### src/rtl/core/nearest_marker_distance_top_defines.svh
// assertion macros shared by the nearest marker distance modules
`ifndef NEAREST_MARKER_DISTANCE_TOP_DEFINES_SVH
`define NEAREST_MARKER_DISTANCE_TOP_DEFINES_SVH

// same-cycle implication, checked on clk outside reset
`define NMD_ASSERT_NOW(label, ante, cons, msg) \
  label: assert property (@(posedge clk) disable iff (rst) (ante) |-> (cons)) \
    else $error(msg);

// next-cycle implication, checked on clk outside reset
`define NMD_ASSERT_NEXT(label, ante, cons, msg) \
  label: assert property (@(posedge clk) disable iff (rst) (ante) |=> (cons)) \
    else $error(msg);

`endif

### src/rtl/core/nmd_pkg.sv
// shared constants and controller/datapath types for the nearest marker distance block
package nmd_pkg;

  localparam int MAX_LEN = 64;
  localparam int ADDR_W  = $clog2(MAX_LEN);
  localparam int CNT_W   = $clog2(MAX_LEN + 1);
  localparam int DIST_W  = 7;
  localparam int CHAR_W  = 8;
  localparam int DATA_W  = 32;
  localparam int PADDR_W = 3;

  localparam logic [DIST_W-1:0] NO_MARK   = 7'd127;
  localparam logic [DIST_W-1:0] SINCE_MAX = 7'd126;

  localparam logic [PADDR_W-3:0] REG_MARKER = 1'b0;

  typedef struct packed {
    logic accept;
    logic back_rd;
    logic back_wr;
    logic emit_rd;
    logic emit_ld;
  } nmd_cmd_t;

  typedef struct packed {
    logic idx_zero;
    logic idx_final;
    logic out_free;
  } nmd_sts_t;

endpackage

### src/rtl/core/nmd_ram.sv
// generic single-write, single-read ram with registered read data
module nmd_ram #(
  parameter int WIDTH = 8,
  parameter int DEPTH = 64
) (
  input  logic                     clk,
  input  logic                     we,
  input  logic [$clog2(DEPTH)-1:0] waddr,
  input  logic [WIDTH-1:0]         wdata,
  input  logic                     re,
  input  logic [$clog2(DEPTH)-1:0] raddr,
  output logic [WIDTH-1:0]         rdata
);

  logic [WIDTH-1:0] mem [DEPTH];

  always_ff @(posedge clk) begin
    if (we) begin
      mem[waddr] <= wdata;
    end
    if (re) begin
      rdata <= mem[raddr];
    end
  end

endmodule

### src/rtl/core/nmd_regs.sv
// apb configuration register holding the marker character
module nmd_regs
  import nmd_pkg::*;
(
  input  logic               clk,
  input  logic               rst,
  input  logic               psel,
  input  logic               penable,
  input  logic               pwrite,
  input  logic [PADDR_W-1:0] paddr,
  input  logic [DATA_W-1:0]  pwdata,
  output logic [DATA_W-1:0]  prdata,
  output logic               pready,
  output logic [CHAR_W-1:0]  marker_char
);

  logic hit;

  assign hit    = (paddr[PADDR_W-1:2] == REG_MARKER);
  assign pready = 1'b1;
  assign prdata = hit ? DATA_W'(marker_char) : '0;

  always_ff @(posedge clk) begin
    if (rst) begin
      marker_char <= '0;
    end else if (psel && penable && pwrite && pready && hit) begin
      marker_char <= pwdata[CHAR_W-1:0];
    end
  end

endmodule

### src/rtl/core/nmd_ctrl.sv
// controller state machine: load, backward pass and emission sequencing
`include "nearest_marker_distance_top_defines.svh"

module nmd_ctrl
  import nmd_pkg::*;
(
  input  logic     clk,
  input  logic     rst,
  input  logic     char_valid,
  input  logic     is_last,
  output logic     char_stall,
  output nmd_cmd_t cmd,
  input  nmd_sts_t sts
);

  typedef enum logic [4:0] {
    ST_LOAD    = 5'b00001,
    ST_BACK_RD = 5'b00010,
    ST_BACK_WR = 5'b00100,
    ST_EMIT_RD = 5'b01000,
    ST_EMIT_LD = 5'b10000
  } state_t;

  state_t state;
  state_t state_next;

  assign char_stall  = (state != ST_LOAD);
  assign cmd.accept  = (state == ST_LOAD) && char_valid;
  assign cmd.back_rd = (state == ST_BACK_RD);
  assign cmd.back_wr = (state == ST_BACK_WR);
  assign cmd.emit_rd = (state == ST_EMIT_RD);
  assign cmd.emit_ld = (state == ST_EMIT_LD) && sts.out_free;

  always_comb begin
    state_next = state;
    unique case (state)
      ST_LOAD: begin
        if (char_valid && is_last) begin
          state_next = ST_BACK_RD;
        end
      end
      ST_BACK_RD: begin
        state_next = ST_BACK_WR;
      end
      ST_BACK_WR: begin
        state_next = sts.idx_zero ? ST_EMIT_RD : ST_BACK_RD;
      end
      ST_EMIT_RD: begin
        state_next = ST_EMIT_LD;
      end
      ST_EMIT_LD: begin
        if (sts.out_free) begin
          state_next = sts.idx_final ? ST_LOAD : ST_EMIT_RD;
        end
      end
      default: begin
        state_next = ST_LOAD;
      end
    endcase
  end

  always_ff @(posedge clk) begin
    if (rst) begin
      state <= ST_LOAD;
    end else begin
      state <= state_next;
    end
  end

  `NMD_ASSERT_NEXT(a_last_starts_pass, cmd.accept && is_last, state == ST_BACK_RD, "final transaction did not start backward pass")
  `NMD_ASSERT_NEXT(a_pass_ends_at_zero, cmd.back_wr && sts.idx_zero, state == ST_EMIT_RD, "backward pass did not hand over to emission")
  `NMD_ASSERT_NEXT(a_emit_holds, (state == ST_EMIT_LD) && !sts.out_free, state == ST_EMIT_LD, "emission left while output busy")

endmodule

### src/rtl/core/nmd_datapath.sv
// datapath: left distance tracking, line store, backward minimum and result register
`include "nearest_marker_distance_top_defines.svh"

module nmd_datapath
  import nmd_pkg::*;
(
  input  logic              clk,
  input  logic              rst,
  input  nmd_cmd_t          cmd,
  output nmd_sts_t          sts,
  input  logic [CHAR_W-1:0] marker_char,
  input  logic [CHAR_W-1:0] char_in,
  input  logic              is_last,
  output logic              result_valid,
  input  logic              result_stall,
  output logic [DIST_W-1:0] distance,
  output logic              last_result,
  output logic              overflow
);

  logic [CNT_W-1:0]  stored_count;
  logic [DIST_W-1:0] since_marker;
  logic              marker_seen;
  logic              overflow_flag;
  logic [ADDR_W-1:0] idx;
  logic [DIST_W-1:0] right_dist;
  logic              right_seen;

  logic              has_room;
  logic              is_mark;
  logic              seen_next;
  logic [DIST_W-1:0] since_next;
  logic [CNT_W-1:0]  count_next;
  logic [DIST_W-1:0] left_val;

  logic              ram_we;
  logic [ADDR_W-1:0] ram_waddr;
  logic [DIST_W-1:0] ram_wdata;
  logic              ram_re;
  logic [DIST_W-1:0] ram_rdata;

  logic              right_seen_next;
  logic [DIST_W-1:0] right_next;
  logic [DIST_W-1:0] dist_val;

  // forward side
  assign has_room   = (stored_count < CNT_W'(MAX_LEN));
  assign is_mark    = (char_in == marker_char);
  assign seen_next  = marker_seen || is_mark;
  assign count_next = has_room ? stored_count + CNT_W'(1) : stored_count;

  always_comb begin
    since_next = since_marker;
    if (is_mark) begin
      since_next = '0;
    end else if (marker_seen && (since_marker < SINCE_MAX)) begin
      since_next = since_marker + DIST_W'(1);
    end
  end

  assign left_val = seen_next ? since_next : NO_MARK;

  // backward side
  always_comb begin
    right_seen_next = right_seen;
    right_next      = right_dist;
    if (ram_rdata == '0) begin
      right_seen_next = 1'b1;
      right_next      = '0;
    end else if (right_seen) begin
      right_next = right_dist + DIST_W'(1);
    end
  end

  always_comb begin
    if (!right_seen_next && (ram_rdata == NO_MARK)) begin
      dist_val = DIST_W'(idx) + DIST_W'(1);
    end else if (!right_seen_next) begin
      dist_val = ram_rdata;
    end else if ((ram_rdata == NO_MARK) || (right_next < ram_rdata)) begin
      dist_val = right_next;
    end else begin
      dist_val = ram_rdata;
    end
  end

  // line store, shared by the left distances and the final results
  assign ram_we    = (cmd.accept && has_room) || cmd.back_wr;
  assign ram_waddr = cmd.back_wr ? idx : stored_count[ADDR_W-1:0];
  assign ram_wdata = cmd.back_wr ? dist_val : left_val;
  assign ram_re    = cmd.back_rd || cmd.emit_rd;

  nmd_ram #(
    .WIDTH (DIST_W),
    .DEPTH (MAX_LEN)
  ) u_line_store (
    .clk   (clk),
    .we    (ram_we),
    .waddr (ram_waddr),
    .wdata (ram_wdata),
    .re    (ram_re),
    .raddr (idx),
    .rdata (ram_rdata)
  );

  assign sts.idx_zero  = (idx == '0);
  assign sts.idx_final = (idx == ADDR_W'(stored_count - CNT_W'(1)));
  assign sts.out_free  = !result_valid || !result_stall;

  always_ff @(posedge clk) begin
    if (rst) begin
      stored_count  <= '0;
      since_marker  <= '0;
      marker_seen   <= 1'b0;
      overflow_flag <= 1'b0;
    end else if (cmd.accept) begin
      if (has_room) begin
        since_marker <= since_next;
        marker_seen  <= seen_next;
        stored_count <= count_next;
      end else begin
        overflow_flag <= 1'b1;
      end
    end else if (cmd.emit_ld && sts.idx_final) begin
      stored_count  <= '0;
      since_marker  <= '0;
      marker_seen   <= 1'b0;
      overflow_flag <= 1'b0;
    end
  end

  always_ff @(posedge clk) begin
    if (cmd.accept && is_last) begin
      idx        <= ADDR_W'(count_next - CNT_W'(1));
      right_dist <= '0;
      right_seen <= 1'b0;
    end else if (cmd.back_wr) begin
      right_dist <= right_next;
      right_seen <= right_seen_next;
      if (idx != '0) begin
        idx <= idx - ADDR_W'(1);
      end
    end else if (cmd.emit_ld && !sts.idx_final) begin
      idx <= idx + ADDR_W'(1);
    end
  end

  // result register
  always_ff @(posedge clk) begin
    if (rst) begin
      result_valid <= 1'b0;
    end else if (cmd.emit_ld) begin
      result_valid <= 1'b1;
    end else if (!result_stall) begin
      result_valid <= 1'b0;
    end
  end

  always_ff @(posedge clk) begin
    if (cmd.emit_ld) begin
      distance    <= ram_rdata;
      last_result <= sts.idx_final;
      overflow    <= overflow_flag;
    end
  end

  `NMD_ASSERT_NOW(a_count_bound, 1'b1, stored_count <= CNT_W'(MAX_LEN), "stored count beyond line length")
  `NMD_ASSERT_NEXT(a_clear_after_final, cmd.emit_ld && sts.idx_final, stored_count == '0 && !overflow_flag && !marker_seen, "string state not cleared after final result")
  `NMD_ASSERT_NEXT(a_load_shows_result, cmd.emit_ld, result_valid, "loaded result not presented")

endmodule

### src/rtl/core/nearest_marker_distance_top.sv
// Nearest marker distance, top level. Characters are taken one per cycle while the block
// is loading; each one writes its left-side distance into a MAX_LEN-entry line store.
// After the final character (is_last) the block stops taking characters, runs a backward
// pass with one read and one write-back on the line store per stored position (its read
// data is registered), then emits one result per stored position from position 0 upward
// while result_stall stays low. The next string is accepted as soon as the last result
// sits in the output register. Characters beyond MAX_LEN are dropped and flag every result
// of that string with overflow. The marker character sits at byte address 0 of the
// configuration port and is to be written by the user only while the block is idle; the
// block itself does not enforce this.
module nearest_marker_distance_top
  import nmd_pkg::*;
(
  input  logic               clk,
  input  logic               rst,
  input  logic               psel,
  input  logic               penable,
  input  logic               pwrite,
  input  logic [PADDR_W-1:0] paddr,
  input  logic [DATA_W-1:0]  pwdata,
  output logic [DATA_W-1:0]  prdata,
  output logic               pready,
  input  logic               char_valid,
  output logic               char_stall,
  input  logic [CHAR_W-1:0]  char_in,
  input  logic               is_last,
  output logic               result_valid,
  input  logic               result_stall,
  output logic [DIST_W-1:0]  distance,
  output logic               last_result,
  output logic               overflow
);

  logic [CHAR_W-1:0] marker_char;
  nmd_cmd_t          cmd;
  nmd_sts_t          sts;

  nmd_regs u_regs (
    .clk         (clk),
    .rst         (rst),
    .psel        (psel),
    .penable     (penable),
    .pwrite      (pwrite),
    .paddr       (paddr),
    .pwdata      (pwdata),
    .prdata      (prdata),
    .pready      (pready),
    .marker_char (marker_char)
  );

  nmd_ctrl u_ctrl (
    .clk        (clk),
    .rst        (rst),
    .char_valid (char_valid),
    .is_last    (is_last),
    .char_stall (char_stall),
    .cmd        (cmd),
    .sts        (sts)
  );

  nmd_datapath u_datapath (
    .clk          (clk),
    .rst          (rst),
    .cmd          (cmd),
    .sts          (sts),
    .marker_char  (marker_char),
    .char_in      (char_in),
    .is_last      (is_last),
    .result_valid (result_valid),
    .result_stall (result_stall),
    .distance     (distance),
    .last_result  (last_result),
    .overflow     (overflow)
  );

endmodule
### config.mk
export PLATFORM = sky130hd
export DESIGN_NAME = nearest_marker_distance_top
export DESIGN_NICKNAME = d
export VERILOG_FILES = /design/src/rtl/core/nmd_pkg.sv /design/src/rtl/core/nmd_ram.sv /design/src/rtl/core/nmd_regs.sv /design/src/rtl/core/nmd_ctrl.sv /design/src/rtl/core/nmd_datapath.sv /design/src/rtl/core/nearest_marker_distance_top.sv
export VERILOG_INCLUDE_DIRS = /design/src /design/src/rtl/core
export SDC_FILE = /design/constraint.sdc
export NUM_CORES = 1
export LEC_CHECK = 0
export BUFFER_PORTS_ARGS = -buffer_cell sky130_fd_sc_hd__buf_2
export CELL_PAD_IN_SITES_DETAIL_PLACEMENT = 0
export CELL_PAD_IN_SITES_GLOBAL_PLACEMENT = 1
export CORE_MARGIN = 5
export CORE_UTILIZATION = 53
export DETAILED_ROUTE_END_ITERATION = 8
export PLACE_DENSITY = 0.89
export SLEW_MARGIN = 20
export SYNTH_ARGS = -nofsm -noshare
export SYNTH_HDL_FRONTEND = slang
export SYNTH_SLANG_ARGS = --single-unit
### constraint.sdc
create_clock -name clk -period 8.4 [get_ports clk]
set_input_delay 0 -clock clk [delete_from_list [all_inputs] [get_ports clk]]
set_output_delay 0 -clock clk [all_outputs]
set_load 0.1 [all_outputs]
==> run_results.csv, run 1 <==
group,metric,value,unit
layout,fillers,2819,
timing,setup_violations,0,
timing,max_freq,207,MHz
detailed_routing,drt_iter0_markers,1353,
synth,synth_flop_cell,"edfxtp_1",
synth,post-synth-top-count-cell,"edfxtp_1",
synth,yosys_warnings,0,
place,numPortBuffers,43,
timing,min_period_over_period,57.6,%
die,rows,73,
run_status,outcome,"completed",
global_routing,grt_max_degree,122,
detailed_routing,vias,11800,
cts,cts_htree_levels,2,
cts,tritoncts,"done",
synth,synth_common_cells,"edfxtp_1, mux4_2, nor2_1, nand2_1, a21oi_1",
die,design.core.area,39600,sq um
global_routing,grt_use_total,20.9,%
global_routing,grt_overflow,0,
timing,worst_slew_pin_slew,1.07,ns
critical_path,end_kind,"flip-flop",
die,start_util,53.5,%
power,p_total,0.00512,W
cts,cts_num_sinks,508,
place,dp.cells,1786,
power,p_leak,7.59,nW
synth,synth_area,21200,sq um
cts,clock_latency,0.58,ns
cts,cts_hold_buf,26,
die,ios,95,
critical_path,critPathKind,"flip-flop to flip-flop",
cts,cts_max_path_buffers,3,
timing,finClkSkew,0.0216,ns
critical_path,critical_path_peak_fanout,60,
timing,hold_ws,0.0587,ns
detailed_routing,wl,46500,microns
layout,nets,1408,
detailed_routing,vias_per_cell,6.21,
timing,min_period,4.83,ns
place,place_congestion,0.854,
cts,cts_setup_buffers,0,
cts,clk_pin_slew,0.06,ns
critical_path,critPathLaunchType,"flip-flop",
global_routing,grt_antenna_before_repair,0,
detailed_routing,first_pass_iters,5,
timing,slew_viol_final,0,
place,dp_hpwl,26700,microns
die,die_area,44100,sq um
job,drv_cap,0,
synth,synth_cell_types,65,
synth,ys_top_cells_by_area,"edfxtp_1, mux4_2, dfxtp_1, nor2_1, nand2_1",
layout,multi_input_area,5990,sq um
synth,ys_ff_latch,508,
global_routing,grt_pass1_wl,70900,microns
critical_path,worstPathRequired,8.68,ns
layout,diodes,0,
detailed_routing,wl_met1,18500,microns
detailed_routing,ant_nets,0,
power,ir_worst_vdd,0.000161,V
synth,synth_cells,1266,
synth,synth_edf_count,470,
detailed_routing,avgRoutedWirePerCell,24.5,microns
critical_path,crit_arrival,5.11,ns
min_path,hold_path_class,"input port to flip-flop",
die,die_w,210,microns
global_routing,grt_pass1_vias,11700,
power,power_density,216,nW/um^2
detailed_routing,drc,0,
timing,finalHoldViolations,0,
layout,fin_cells,1900,
layout,register_area,14900,sq um
synth,synthArstFlopShare,0,%
synth,avgSynthCellArea,16.8,sq um
layout,final_area,23700,sq um
detailed_routing,top_layer,"met4",
synth,yosysTopAreaCellShare,66.5,%
cts,cts-resized-gates,0,
cts,cts_buffers,49,
detailed_routing,met2_length,22200,microns
die,die_height,210,microns
timing,slew_headroom,28.1,%
detailed_routing,wl_met3,4560,microns
place,post_dp_cell_area,21900,sq um
synth,synth_top_area_cell,"edfxtp_1",
timing,timing.setup.tns,0,ns
synth,ys_seq_area_share,70.1,%
cts,clock-root-buffer,"clkbuf_16",
layout,drive_above_1_share,19.3,%
layout,syn2layout_area_growth,11.9,%
timing,rsz0062_at_grt,"no",
-- logic make-up after synthesis --
logic type	count (synthesis)	share of synthesized area (%)
DFF	508	70.1
and+or+nand+nor	280	6.13
other	2	0.0354
xor gates and xnor gates	39	1.61
muxes	122	12.4
buffers and inverters	105	2.48
AOI/OAI and AO/OA	192	6.18
adders and majority gates	18	1.10
-- metrics by stage --
step	utilization, %	setup slack (ns)
after floorplan	-	2.59
after CTS	59.8	3.62
after global routing	59.9	3.33
after global placement	55.3	3.79
after detailed placement	55.3	3.63
final	59.9	3.57
-- report_power, final --
group,internal [W],switching (W)
Combinational,0.0000821,0.000177
Clock,0.00119,0.000930
Sequential,0.00274,0.00000998
Total,0.00400,0.00112
-- per-layer routing --
| layer | vias to the layer above | GRT usage (%) |
|---|---|---|
| li1 | 5120 | - |
| met2 | 615 | 33.2 |
| met4 | 0 | 5.99 |
| met1 | 5982 | 29.2 |
| met3 | 86 | 5.42 |
| met5 | - | 0 |
-- area by class of cell --
type,instances,share of cell area [%]
clock buffers,60,5.42
clock inverters,27,1.03
inverters,18,0.285
multi-input cells,676,25.2
flip-flops and latches,508,62.6
well taps,525,2.77
repair buffers,86,2.65
-- critical path: stages, from the launching register on --
cell,delay [ns]
edfxtp_1,0.48
or4_1,0.57
nor4_2,0.81
nor2_1,0.17
ha_1,0.34
o21a_1,0.19
o2bb2ai_1,0.21
o22ai_1,0.14
nor2_1,0.40
mux2i_1,0.18
a22oi_2,0.38
buf_4,0.59
-- flip-flops by register name (all words and copies together), names as in the netlist, 6 cells and up --
| signal | flops |
|---|---|
| u_datapath.u_line_store.mem | 448 |
| u_regs.marker_char | 8 |
| u_datapath.distance | 7 |
| u_datapath.right_dist | 7 |
| u_datapath.since_marker | 7 |
| u_datapath.stored_count | 7 |
| u_datapath.u_line_store.rdata | 7 |
| u_datapath.idx | 6 |
-- cell usage in the layout (no fill, tap or decap), drive strengths merged, types with 25 or more instances in the layout --
master,n
a21oi,43
nor2,103
mux4,112
clkbuf,60
o21ai,37
dlygate4sd3,26
buf,60
nand2,94
edfxtp,470
dfxtp,38
xnor2,25
a22oi,38
conb,25
-- path summary, 6_finish.rpt --
| check | slack (ns) | start | endpoint | cells past startpoint |
|---|---|---|---|---|
| setup / recovery | 3.57 | u_datapath.u_line_store.rdata[0] | u_datapath.u_line_store.mem[4][1] | 11 |
| hold / removal | 0.06 | is_last | u_datapath.right_seen | 3 |
| setup reg to reg | 3.57 | u_datapath.u_line_store.rdata[0] | u_datapath.u_line_store.mem[4][1] | 11 |
| hold reg to reg | 0.44 | u_datapath.overflow_flag | u_datapath.overflow | 0 |
No activity file was read; power rests on OpenSTA's default activity.
==> run 2: changes to the inputs <==
--- a/config.mk
+++ b/config.mk
@@ -10,9 +10,9 @@
 export CELL_PAD_IN_SITES_DETAIL_PLACEMENT = 0
 export CELL_PAD_IN_SITES_GLOBAL_PLACEMENT = 1
 export CORE_MARGIN = 5
-export CORE_UTILIZATION = 53
+export CORE_UTILIZATION = 48
 export DETAILED_ROUTE_END_ITERATION = 8
-export PLACE_DENSITY = 0.89
+export PLACE_DENSITY = 0.85
 export SLEW_MARGIN = 20
 export SYNTH_ARGS = -nofsm -noshare
 export SYNTH_HDL_FRONTEND = slang
==> constraint.sdc (replaced) <==
create_clock -name clk -period 3.95 [get_ports clk]
set_input_delay 0 -clock clk [delete_from_list [all_inputs] [get_ports clk]]
set_output_delay 0 -clock clk [all_outputs]
set_load 0.1 [all_outputs]
==> run_results.csv, run 2 (synthesis results as in run 1) <==
group,metric,value,unit
detailed_routing,avgRoutedWirePerCell,23.4,microns
timing,setup_ws,0.224,ns
global_routing,grt_pass1_vias,12000,
detailed_routing,ant_nets,0,
timing,finalHoldViolations,0,
cts,cts_num_sinks,508,
layout,nets,1463,
layout,final_core_util,55.8,%
cts,clk_pin_slew,0.06,ns
min_path,hold_path_class,"input port to flip-flop",
die,die_height,220,microns
cts,clock_latency,0.61,ns
die,start_util,48.3,%
global_routing,grt_max_degree,67,
power,power_density,453,nW/um^2
critical_path,critPathLaunchType,"flip-flop",
detailed_routing,first_pass_iters,5,
run_status,outcome,"completed",
timing,max_freq,268,MHz
timing,min_period_over_period,94.3,%
job,drv_cap,0,
timing,slew_headroom,35.8,%
power,ir_worst_vdd,0.000346,V
layout,mostFrequentLayoutCells,"edfxtp_1, mux4_2, nor2_1, nand2_1, buf_4",
detailed_routing,vias,12000,
global_routing,grt_pass1_wl,71800,microns
timing,setup_violations,0,
critical_path,critical_path_peak_fanout,14,
cts,cts_buffers,50,
layout,syn2layout_area_growth,15.5,%
timing,slew_viol_final,0,
layout,register_area,14900,sq um
place,place_ws,0.0852,ns
layout,top_regs,"u_datapath.u_line_store.mem x448, u_regs.marker_char x8",
die,design.core.area,43900,sq um
layout,largest_reg_flops,448,
die,rows,77,
die,die_w,220,microns
layout,multi_input_area,6050,sq um
critical_path,critPathKind,"flip-flop to flip-flop",
timing,timing.setup.tns,0,ns
critical_path,end_kind,"flip-flop",
place,numPortBuffers,43,
layout,top_register,"u_datapath.u_line_store.mem",
place,dp_hpwl,28600,microns
power,p_leak,7.96,nW
timing,finClkSkew,0.0473,ns
cts,cts_max_path_buffers,3,
cts,clock-root-buffer,"clkbuf_16",
layout,fillers,3324,
die,die_area,48500,sq um
place,place_congestion,0.809,
detailed_routing,wl,47500,microns
timing,min_period,3.73,ns
detailed_routing,drt_iter0_markers,1543,
global_routing,grt_antenna_before_repair,1,
critical_path,startpoint,"u_datapath.u_line_store.rdata[2]",
timing,worst_slew_pin_slew,0.961,ns
global_routing,grt_overflow,0,
cts,cts_htree_levels,2,
critical_path,reg2reg_from,"u_datapath.u_line_store.rdata[2]",
detailed_routing,drc,0,
die,ios,95,
layout,final_common_cell,"edfxtp_1",
critical_path,worstPathRequired,4.23,ns
min_path,min_from,"char_in[5]",
cts,tritoncts,"done",
detailed_routing,vias_per_cell,5.90,
critical_path,crit_arrival,4.01,ns
layout,drive_above_1_share,22.6,%
global_routing,grt_use_total,19.5,%
## run 2: stage by stage
| step | power, W | hold slack (ns) | instances | instance area, sq um |
|---|---|---|---|---|
| final | 0.0111 | 0.113 | 2029 | 24500 |
| after global routing | 0.0115 | 0.164 | 2028 | 24500 |
| after CTS | 0.0112 | 0.0986 | 2022 | 24400 |
| after detailed placement | 0.00651 | 0.255 | 1899 | 22500 |
| after global placement | 0.00650 | 0.243 | 1899 | 22500 |
| after floorplan | 0.00638 | 0.0728 | 1289 | 21400 |
## run 2: path summary, 6_finish.rpt
kind / slack [ns] / depth (start not counted) / end
setup / recovery: 0.22 / 12 / u_datapath.u_line_store.mem[61][2]
hold / removal: 0.11 / 5 / u_datapath.marker_seen
setup reg to reg: 0.22 / 12 / u_datapath.u_line_store.mem[61][2]
hold reg to reg: 0.45 / 0 / u_datapath.overflow
## run 2: timing repair
item	in CTS	in global routing
buffers inserted	0	5
hold buffers	29	0
resized for setup	0	4
setup endpoints to repair	0	143
endpoints found under the hold margin	27	0
## run 2: layer usage
metal  wire length, microns  track usage (%)  vias to the layer above
met1                  19200             27.2                     6086
met5                      0                0                        -
met3                   3800             3.38                       84
li1                       -                -                     5252
met4                   1230             5.93                        0
met2                  23200             31.9                      543
## run 2: final cells by class
cell class              instances  share of cell area, %
multi-input cells             677                   24.7
inverters                      18                  0.276
clock inverters                33                   1.40
clock buffers                  61                   5.28
flip-flops and latches        508                   60.7
repair buffers                139                   4.61
well taps                     592                   3.02
diodes                          1                 0.0102
## run 2: critical path, stage by stage (launching register included)
cell       delay, ns
edfxtp_1        0.46
or4_1           0.54
nor4_2          0.22
buf_4           0.21
nor2_1          0.12
ha_1            0.24
nor3b_1         0.24
o2bb2ai_2       0.15
o22ai_2         0.13
nor2_4          0.22
a221oi_4        0.12
buf_4           0.21
a21oi_2         0.58
## run 2: report_power, final
group          internal [W]  switching, W
combinational      0.000185      0.000380
clock               0.00268       0.00202
sequential          0.00582     0.0000274
